==> config.mk <==
export PLATFORM = sky130hd
export DESIGN_NAME = job_frame_builder_crc5_core_flat
export DESIGN_NICKNAME = d
export VERILOG_FILES = /design/src/rtl/jfbc5_pkg.sv /design/src/rtl/jfbc5_if.sv /design/src/rtl/job_frame_builder_crc5_core.sv /design/src/rtl/jfbc5_emit.sv /design/src/flat_wrapper.sv
export SDC_FILE = /design/constraint.sdc
export NUM_CORES = 1
export LEC_CHECK = 0
export BUFFER_PORTS_ARGS = -buffer_cell sky130_fd_sc_hd__buf_4
export CORE_UTILIZATION = 35
export DETAILED_ROUTE_END_ITERATION = 8
export PLACE_DENSITY = 0.56
export SLEW_MARGIN = 5
export SYNTH_ARGS = -nofsm -noshare
export SYNTH_HDL_FRONTEND = slang
export SYNTH_SLANG_ARGS = --single-unit
==> constraint.sdc <==
create_clock -name clock -period 2.5 [get_ports clock]
set_input_delay 0.25 -clock clock [delete_from_list [all_inputs] [get_ports clock]]
set_output_delay 0.25 -clock clock [all_outputs]
set_load 0.01 [all_outputs]
==> src/rtl/jfbc5_pkg.sv <==
// ----------------------------------------------------------------------------
// jfbc5_pkg
// Shared types, constants and the CRC5 byte update for the job frame builder.
// ----------------------------------------------------------------------------
package jfbc5_pkg;

   // Frame constants
   localparam logic [7:0] FRAME_OPCODE  = 8'h01;
   localparam logic [4:0] CRC_INIT      = 5'h1F;
   localparam logic [4:0] CRC_POLY      = 5'h05;
   localparam logic [5:0] JOB_BYTES     = 6'd44;
   localparam logic [5:0] LAST_POSITION = 6'd43;
   localparam logic [1:0] LANE_LAST     = 2'd3;
   localparam int         GROUP_SLOTS   = 5;

   // Slot kinds: how the output stage treats a byte on its way out
   localparam logic [1:0] KIND_DATA  = 2'd0;  // payload byte, fed to the CRC
   localparam logic [1:0] KIND_FIRST = 2'd1;  // opcode byte, restarts the CRC
   localparam logic [1:0] KIND_CRC   = 2'd2;  // CRC byte, ends the frame

   typedef struct packed {
      logic [7:0] data;
      logic [1:0] kind;
   } slot_type;

   // Group of results caused by one job byte
   typedef struct packed {
      logic [2:0]                   count;
      slot_type [GROUP_SLOTS-1:0]   slot;
   } group_type;

   // CRC5 over one byte, MSB first, polynomial x^5+x^2+1
   function automatic logic [4:0] crc5_feed(input logic [4:0] crc, input logic [7:0] data);
      logic [4:0] c;
      logic       fb;
      c = crc;
      for (int i = 7; i >= 0; i--) begin
         fb = data[i] ^ c[4];
         c  = {c[3:0], 1'b0} ^ (fb ? CRC_POLY : 5'd0);
      end
      return c;
   endfunction

endpackage

==> src/rtl/jfbc5_if.sv <==
// ----------------------------------------------------------------------------
// jfbc5 channel interfaces
// Valid/ready channels for job bytes in and frame bytes out.
// ----------------------------------------------------------------------------
interface jfbc5_req_if;
   logic       valid;
   logic       ready;
   logic [7:0] job_byte;

   modport source (output valid, output job_byte, input ready);
   modport sink   (input valid, input job_byte, output ready);
endinterface

interface jfbc5_rsp_if;
   logic       valid;
   logic       ready;
   logic [7:0] frame_byte;
   logic       last_of_frame;

   modport source (output valid, output frame_byte, output last_of_frame, input ready);
   modport sink   (input valid, input frame_byte, input last_of_frame, output ready);
endinterface

==> src/rtl/job_frame_builder_crc5_core.sv <==
// ----------------------------------------------------------------------------
// job_frame_builder_crc5_core
// Builds 47-byte job frames with a CRC5 trailer from 44 raw job bytes.
// ----------------------------------------------------------------------------
// Job bytes enter through a one-entry input register and may arrive every
// cycle while the output stage can take their groups. Each byte is turned in
// one pass into its group of frame bytes: the first byte of a job gives the
// opcode and the new job number, the last byte of each 4-byte word gives that
// word in reversed byte order, and the last job byte adds the CRC byte flagged
// by last_of_frame. The output stage sends one frame byte per cycle while the
// receiver is ready and computes the CRC5 as bytes leave, so a job of 44
// bytes yields 47 result transfers; 32 of the job bytes yield nothing. A 4- or
// 5-byte word burst holds new input behind the input register until its last
// byte is leaving.
// There are no configuration registers and no clearing pass after reset.
// ----------------------------------------------------------------------------
module job_frame_builder_crc5_core (
   input  logic        clock,
   input  logic        reset,
   jfbc5_req_if.sink   req_if,
   jfbc5_rsp_if.source rsp_if
);

   logic                 in_valid_ff, in_valid_in;
   logic [7:0]           in_byte_ff;
   logic [7:0]           job_ff, job_in;
   logic [5:0]           pos_ff, pos_in;
   logic [7:0]           wbuf_ff [3];
   logic                 can_load;
   logic                 load;
   logic                 req_xfer;
   logic [5:0]           pos_eff;
   logic [1:0]           lane;
   jfbc5_pkg::group_type group;

   // Input register handshake
   assign load          = in_valid_ff && can_load;
   assign req_if.ready  = !in_valid_ff || load;
   assign req_xfer      = req_if.valid && req_if.ready;
   assign in_valid_in   = req_xfer || (in_valid_ff && !load);

   // Frame position and lane of the buffered byte
   assign pos_eff = (pos_ff >= jfbc5_pkg::JOB_BYTES) ? 6'd0 : pos_ff;
   assign lane    = pos_eff[1:0];
   assign pos_in  = (pos_eff == jfbc5_pkg::LAST_POSITION) ? 6'd0 : pos_eff + 6'd1;
   assign job_in  = (pos_eff == 6'd0) ? job_ff + 8'd1 : job_ff;

   // Group of frame bytes for this job byte
   always_comb begin
      group = '0;
      for (int i = 0; i < jfbc5_pkg::GROUP_SLOTS; i++) begin
         group.slot[i].kind = jfbc5_pkg::KIND_DATA;
      end
      if (pos_eff == 6'd0) begin
         group.count        = 3'd2;
         group.slot[0].data = jfbc5_pkg::FRAME_OPCODE;
         group.slot[0].kind = jfbc5_pkg::KIND_FIRST;
         group.slot[1].data = job_in;
      end else if (lane == jfbc5_pkg::LANE_LAST) begin
         group.count        = 3'd4;
         group.slot[0].data = in_byte_ff;
         group.slot[1].data = wbuf_ff[2];
         group.slot[2].data = wbuf_ff[1];
         group.slot[3].data = wbuf_ff[0];
         if (pos_eff == jfbc5_pkg::LAST_POSITION) begin
            group.count        = 3'd5;
            group.slot[4].kind = jfbc5_pkg::KIND_CRC;
         end
      end
   end

   // Control state
   always_ff @(posedge clock) begin
      if (reset) begin
         in_valid_ff <= 1'b0;
         job_ff      <= 8'd0;
         pos_ff      <= 6'd0;
      end else begin
         in_valid_ff <= in_valid_in;
         if (load) begin
            job_ff <= job_in;
            pos_ff <= pos_in;
         end
      end
   end

   // Payload: input byte and word buffer
   always_ff @(posedge clock) begin
      if (req_xfer) begin
         in_byte_ff <= req_if.job_byte;
      end
      if (load && (lane != jfbc5_pkg::LANE_LAST)) begin
         wbuf_ff[lane] <= in_byte_ff;
      end
   end

   jfbc5_emit u_emit (
      .clock    (clock),
      .reset    (reset),
      .load     (load),
      .group    (group),
      .can_load (can_load),
      .rsp      (rsp_if)
   );

endmodule

==> src/rtl/jfbc5_emit.sv <==
// ----------------------------------------------------------------------------
// jfbc5_emit
// Output stage: holds one group of up to five frame bytes, sends them one per
// transfer and runs the frame CRC over the bytes as they leave.
// ----------------------------------------------------------------------------
module jfbc5_emit (
   input  logic                 clock,
   input  logic                 reset,
   input  logic                 load,
   input  jfbc5_pkg::group_type group,
   output logic                 can_load,
   jfbc5_rsp_if.source          rsp
);

   logic [2:0]                                 cnt_ff, cnt_in;
   jfbc5_pkg::slot_type [jfbc5_pkg::GROUP_SLOTS-1:0] slot_ff, slot_in;
   logic [4:0]                                 crc_ff, crc_in;
   logic                                       xfer;

   // Head slot drives the channel
   assign xfer          = (cnt_ff != 3'd0) && rsp.ready;
   assign can_load      = (cnt_ff == 3'd0) || ((cnt_ff == 3'd1) && rsp.ready);
   assign rsp.valid     = (cnt_ff != 3'd0);
   assign rsp.last_of_frame = (slot_ff[0].kind == jfbc5_pkg::KIND_CRC);
   assign rsp.frame_byte = rsp.last_of_frame ? {3'b000, crc_ff} : slot_ff[0].data;

   // Group load or shift toward the head
   always_comb begin
      cnt_in  = cnt_ff;
      slot_in = slot_ff;
      if (load) begin
         cnt_in  = group.count;
         slot_in = group.slot;
      end else if (xfer) begin
         cnt_in = cnt_ff - 3'd1;
         for (int i = 0; i < jfbc5_pkg::GROUP_SLOTS - 1; i++) begin
            slot_in[i] = slot_ff[i+1];
         end
      end
   end

   // CRC update on each outgoing opcode or payload byte
   always_comb begin
      crc_in = crc_ff;
      if (xfer) begin
         unique case (slot_ff[0].kind)
            jfbc5_pkg::KIND_FIRST: crc_in = jfbc5_pkg::crc5_feed(jfbc5_pkg::CRC_INIT,
                                                                 slot_ff[0].data);
            jfbc5_pkg::KIND_CRC:   crc_in = crc_ff;
            default:               crc_in = jfbc5_pkg::crc5_feed(crc_ff, slot_ff[0].data);
         endcase
      end
   end

   always_ff @(posedge clock) begin
      if (reset) begin
         cnt_ff <= 3'd0;
         crc_ff <= jfbc5_pkg::CRC_INIT;
      end else begin
         cnt_ff <= cnt_in;
         crc_ff <= crc_in;
      end
   end

   always_ff @(posedge clock) begin
      slot_ff <= slot_in;
   end

endmodule

==> src/flat_wrapper.sv <==
// flat-port wrapper written by rule: the top's interface ports become plain ports
module job_frame_builder_crc5_core_flat 
  (clock, reset, req_if_valid, req_if_job_byte, req_if_ready, rsp_if_valid, rsp_if_frame_byte, rsp_if_last_of_frame, rsp_if_ready);
  jfbc5_req_if req_if_i ();
  jfbc5_rsp_if rsp_if_i ();
  input  logic clock;
  input  logic reset;
  input wire logic [$bits(req_if_i.valid)-1:0] req_if_valid;
  input wire logic [$bits(req_if_i.job_byte)-1:0] req_if_job_byte;
  output wire logic [$bits(req_if_i.ready)-1:0] req_if_ready;
  output wire logic [$bits(rsp_if_i.valid)-1:0] rsp_if_valid;
  output wire logic [$bits(rsp_if_i.frame_byte)-1:0] rsp_if_frame_byte;
  output wire logic [$bits(rsp_if_i.last_of_frame)-1:0] rsp_if_last_of_frame;
  input wire logic [$bits(rsp_if_i.ready)-1:0] rsp_if_ready;
  assign req_if_i.valid = req_if_valid;
  assign req_if_i.job_byte = req_if_job_byte;
  assign req_if_ready = req_if_i.ready;
  assign rsp_if_valid = rsp_if_i.valid;
  assign rsp_if_frame_byte = rsp_if_i.frame_byte;
  assign rsp_if_last_of_frame = rsp_if_i.last_of_frame;
  assign rsp_if_i.ready = rsp_if_ready;
  job_frame_builder_crc5_core u_core (.clock(clock), .reset(reset), .req_if(req_if_i), .rsp_if(rsp_if_i));
endmodule
==> impl_metrics.json <==
{
  "areaGrowthSynthToFinish_pct": 15.63,
  "cts_post_setup_buffers_inserted": 0,
  "dominant_cell_type_by_area_after_synthesis": "edfxtp_1",
  "core_area_mm2": 0.01156,
  "synthTopCellsByArea": "edfxtp_1 48%, dfxtp_1 12%, nand2_1 3.6%, xnor2_1 3.3%, a22o_1 3.1%",
  "maximum_clock_path_buffer_count": 2,
  "use_met2": 0.2070,
  "detail_route.iter0.violations": 165,
  "ctsRootBufferMaster": "clkbuf_16",
  "grt.busiest_layer": "met2",
  "drtPass1Iterations": 6,
  "num_rows": 39,
  "final_max_slew_viol_count": 0,
  "synth-edff-count": 67,
  "port_buffers": 22,
  "failed_checks": "DRC",
  "syn_area_mm2": 0.004212,
  "die_area_mm2": 0.01248,
  "h-tree-depth": 3,
  "start_util": 0.3642,
  "worst_setup_path_end_kind": "flip-flop",
  "critPathMaxStageDelay_ps": 370,
  "setup_viol_count_final": 0,
  "drt_drc_violations_left": 4,
  "worst-slew-pin-transition_ps": 640.7,
  "synthesis.instances": 349,
  "powerDensity_mw_per_mm2": 1217,
  "cts.repair.resized": 1,
  "library_cell_with_the_highest_instance_count_after_synthesis": "edfxtp_1",
  "cp.required_ps": 2760,
  "post-route-util": 0.4211,
  "globalplace.congestion": 0.7393,
  "cts_tree": "built",
  "cts_made_buffers": 9,
  "grt_pass1_wl_um": 12700,
  "route.detailed.vias_per_inst": 4.952,
  "min-delay-path-class": "input pin to flip-flop",
  "grt_setup_unrepaired": "no",
  "static-leakage-power_uw": 0.001851,
  "dp_hpwl_um": 5421,
  "layout-drive-gt1-share": 0.1478,
  "ys_top_cells_by_count": "67 x edfxtp_1, 40 x nand2_1, 26 x dfxtp_1, 18 x a21oi_1",
  "grt_util_met3": 0.03266,
  "die_width_um": 111.7,
  "timing.critical_path.slowest_stage_cell": "dfxtp_1",
  "first_global_vias": 2503,
  "tritoncts_num_sinks": 93,
  "clock_latency_ps": 340,
  "timing.critical_path.from_type": "flip-flop",
  "crit_path_cell_trace": "and2_1 > o21ai_4 > nand2_1 > inv_1 > ha_2 > inv_1 > a211oi_4 > buf_12 > o21ai_0 > a211oi_1",
  "timing.critical_path.arrival_ps": 2520,
  "hold_ws_ps": 83.07,
  "grt_max_degree": 34,
  "asyncSetResetFlopFracSynth": 0,
  "yosys_warnings": 0,
  "antenna_found_initial": 0,
  "fmax_ghz": 0.4408,
  "timing.max_cap.violations": 0,
  "crit_type": "flip-flop to flip-flop",
  "global_route.overflow_total": 0,
  "route.detailed.wl_per_inst_um": 15.15,
  "final.setup_skew_ps": 6.533,
  "worst-path-max-fanout": 31,
  "critical-path-top-cell-by-count": "inv_1",
  "num_antenna_cells": 0,
  "cts-hold-fix-buffers": 0,
  "grt.met1_usage": 0.1788,
  "detail_route.wirelength_um": 7910,
  "run_status": "complete, but fails checks",
  "clk_pin_slew_worst_paths_ps": 70,
  "dr_total_vias": 2585,
  "synth.distinct_cells": 42,
  "die_h_um": 111.7,
  "fin_tns_setup_ps": 0,
  "ys_seq_elements": 93,
  "num-nets-final": 394,
  "finalHoldViolations": 0,
  "slew-limit-headroom": 0.5728,
  "ios": 23,
  "synth_fp_nets": 369,
  "part_of_the_yosys_area_used_for_sequential_elements": 0.6013,
  "finalCriticalPeriod_ps": 2268,
  "vdd_drop_max_mv": 0.4169,
  "synth.top_cell.area_share": 0.4777,
  "detail_route_antenna_nets": 0,
  "postSynth.topFlopCell": "edfxtp_1",
  "syn-mean-instance-area_um2": 12.07,
  "layout_worst_path_cycle_share": 0.9074,
  "grt_use_total": 0.1341
}
-- layout make-up --
type / instances / area (µm²)
Clock buffer: 9 / 225.2
Clock inverter: 7 / 56.30
Tap cell: 143 / 178.9
Multi-Input combinational cell: 228 / 1585
Fill cell: 1067 / 6695
Inverter: 13 / 48.80
Sequential cell: 93 / 2532
Timing Repair Buffer: 29 / 242.7
-- final timing paths --
kind / from / endpoint / slack [ps] / cells after the start
worst max-delay path: u_core.pos_ff[2]$_SDFFE_PP0N_ / u_core.u_emit.cnt_ff[2]$_SDFFE_PP0P_ / 230 / 10
worst min-delay path: req_if_job_byte[6] / u_core.in_byte_ff[6]$_DFFE_PP_ / 80 / 1
worst max register to register: u_core.pos_ff[2]$_SDFFE_PP0N_ / u_core.u_emit.cnt_ff[2]$_SDFFE_PP0P_ / 230 / 10
worst min register to register: u_core.u_emit.slot_ff[31]$_SDFFE_PN0P_ / u_core.u_emit.slot_ff[21]$_SDFFE_PN0P_ / 450 / 2
-- through the flow --
| step | cell area, µm² | total power, µW | std cells | setup slack (ps) |
|---|---|---|---|---|
| finish | 4870 | 5925 | 522 | 231.6 |
| floorplan | 4212 | 4023 | 349 | 187.0 |
| global route | 4870 | 6293 | 522 | 22.59 |
| global placement | 4574 | 4645 | 506 | -32.15 |
| detailed placement | 4574 | 4682 | 506 | -119.6 |
| CTS | 4856 | 5997 | 522 | 12.77 |
-- report_power, final --
group          switching (µW)  total (µW)  internal, µW
combinational            1140        2130           988
sequential                249        2490          2240
clock                     614        1300           690
total                    2010        5920          3920
-- state kept, by name, summed over array words and instances, names as in the netlist --
name / count
u_core.pos_ff: 6
u_core.in_valid_ff: 1
u_core.wbuf_ff: 24
u_core.u_emit.cnt_ff: 3
u_core.u_emit.slot_ff: 38
u_core.job_ff: 8
u_core.u_emit.crc_ff: 5
u_core.in_byte_ff: 8
-- layout by cell type, fill, tap and decap left out, types with 2 or more instances in the layout --
cell type / Yosys / final
a211oi_1: 3 / 3
a21oi_1: 18 / 18
a22o_1: 15 / 15
a22oi_1: 7 / 7
and2_1: 16 / 16
and3_1: 9 / 9
buf_12: 0 / 2
buf_4: 0 / 27
clkbuf_16: 0 / 9
dfxtp_1: 26 / 26
edfxtp_1: 67 / 67
ha_1: 8 / 7
inv_1: 13 / 13
inv_6: 0 / 2
inv_8: 0 / 2
mux2_4: 2 / 2
mux2i_1: 3 / 3
nand2_1: 40 / 40
nand2b_1: 6 / 6
nand3_1: 10 / 10
nand3_2: 2 / 2
nand4_1: 8 / 8
nand4b_1: 2 / 2
nor2_1: 13 / 13
nor2b_1: 2 / 2
nor3_1: 3 / 3
o21ai_0: 11 / 10
o21ai_2: 3 / 3
or4_1: 2 / 2
xnor2_1: 16 / 16
xnor3_1: 4 / 4
xor2_1: 13 / 13
-- cells by family (layout without fill, tap and decap cells) --
family / count (synthesis) / in the layout / synth area share
AND/OR/NAND/NOR: 117 / 117 / 0.1435
flip-flops: 93 / 93 / 0.6013
AO/OA/AOI/OAI: 64 / 64 / 0.1043
XOR/XNOR: 34 / 34 / 0.08556
buffers and inverters: 28 / 58 / 0.02733
adder cells (fa/ha/maj): 8 / 8 / 0.02377
multiplexers: 5 / 5 / 0.01426
-- critical path, delay by kind of cell, from the launching register on --
kind / cells / cell delay [ps]
simple gates: 2 / 360
buf+inv: 3 / 460
compound gates: 4 / 750
fa+ha+maj: 1 / 240
flops: 1 / 370
-- layer usage --
metal / vias to the layer above / part of all wire
li1: 1303 / -
met1: 1229 / 0.49
met2: 45 / 0.46
met3: 8 / 0.044
met4: 0 / 0.014
met5: - / 0
(Power assumes the default switching activity.)
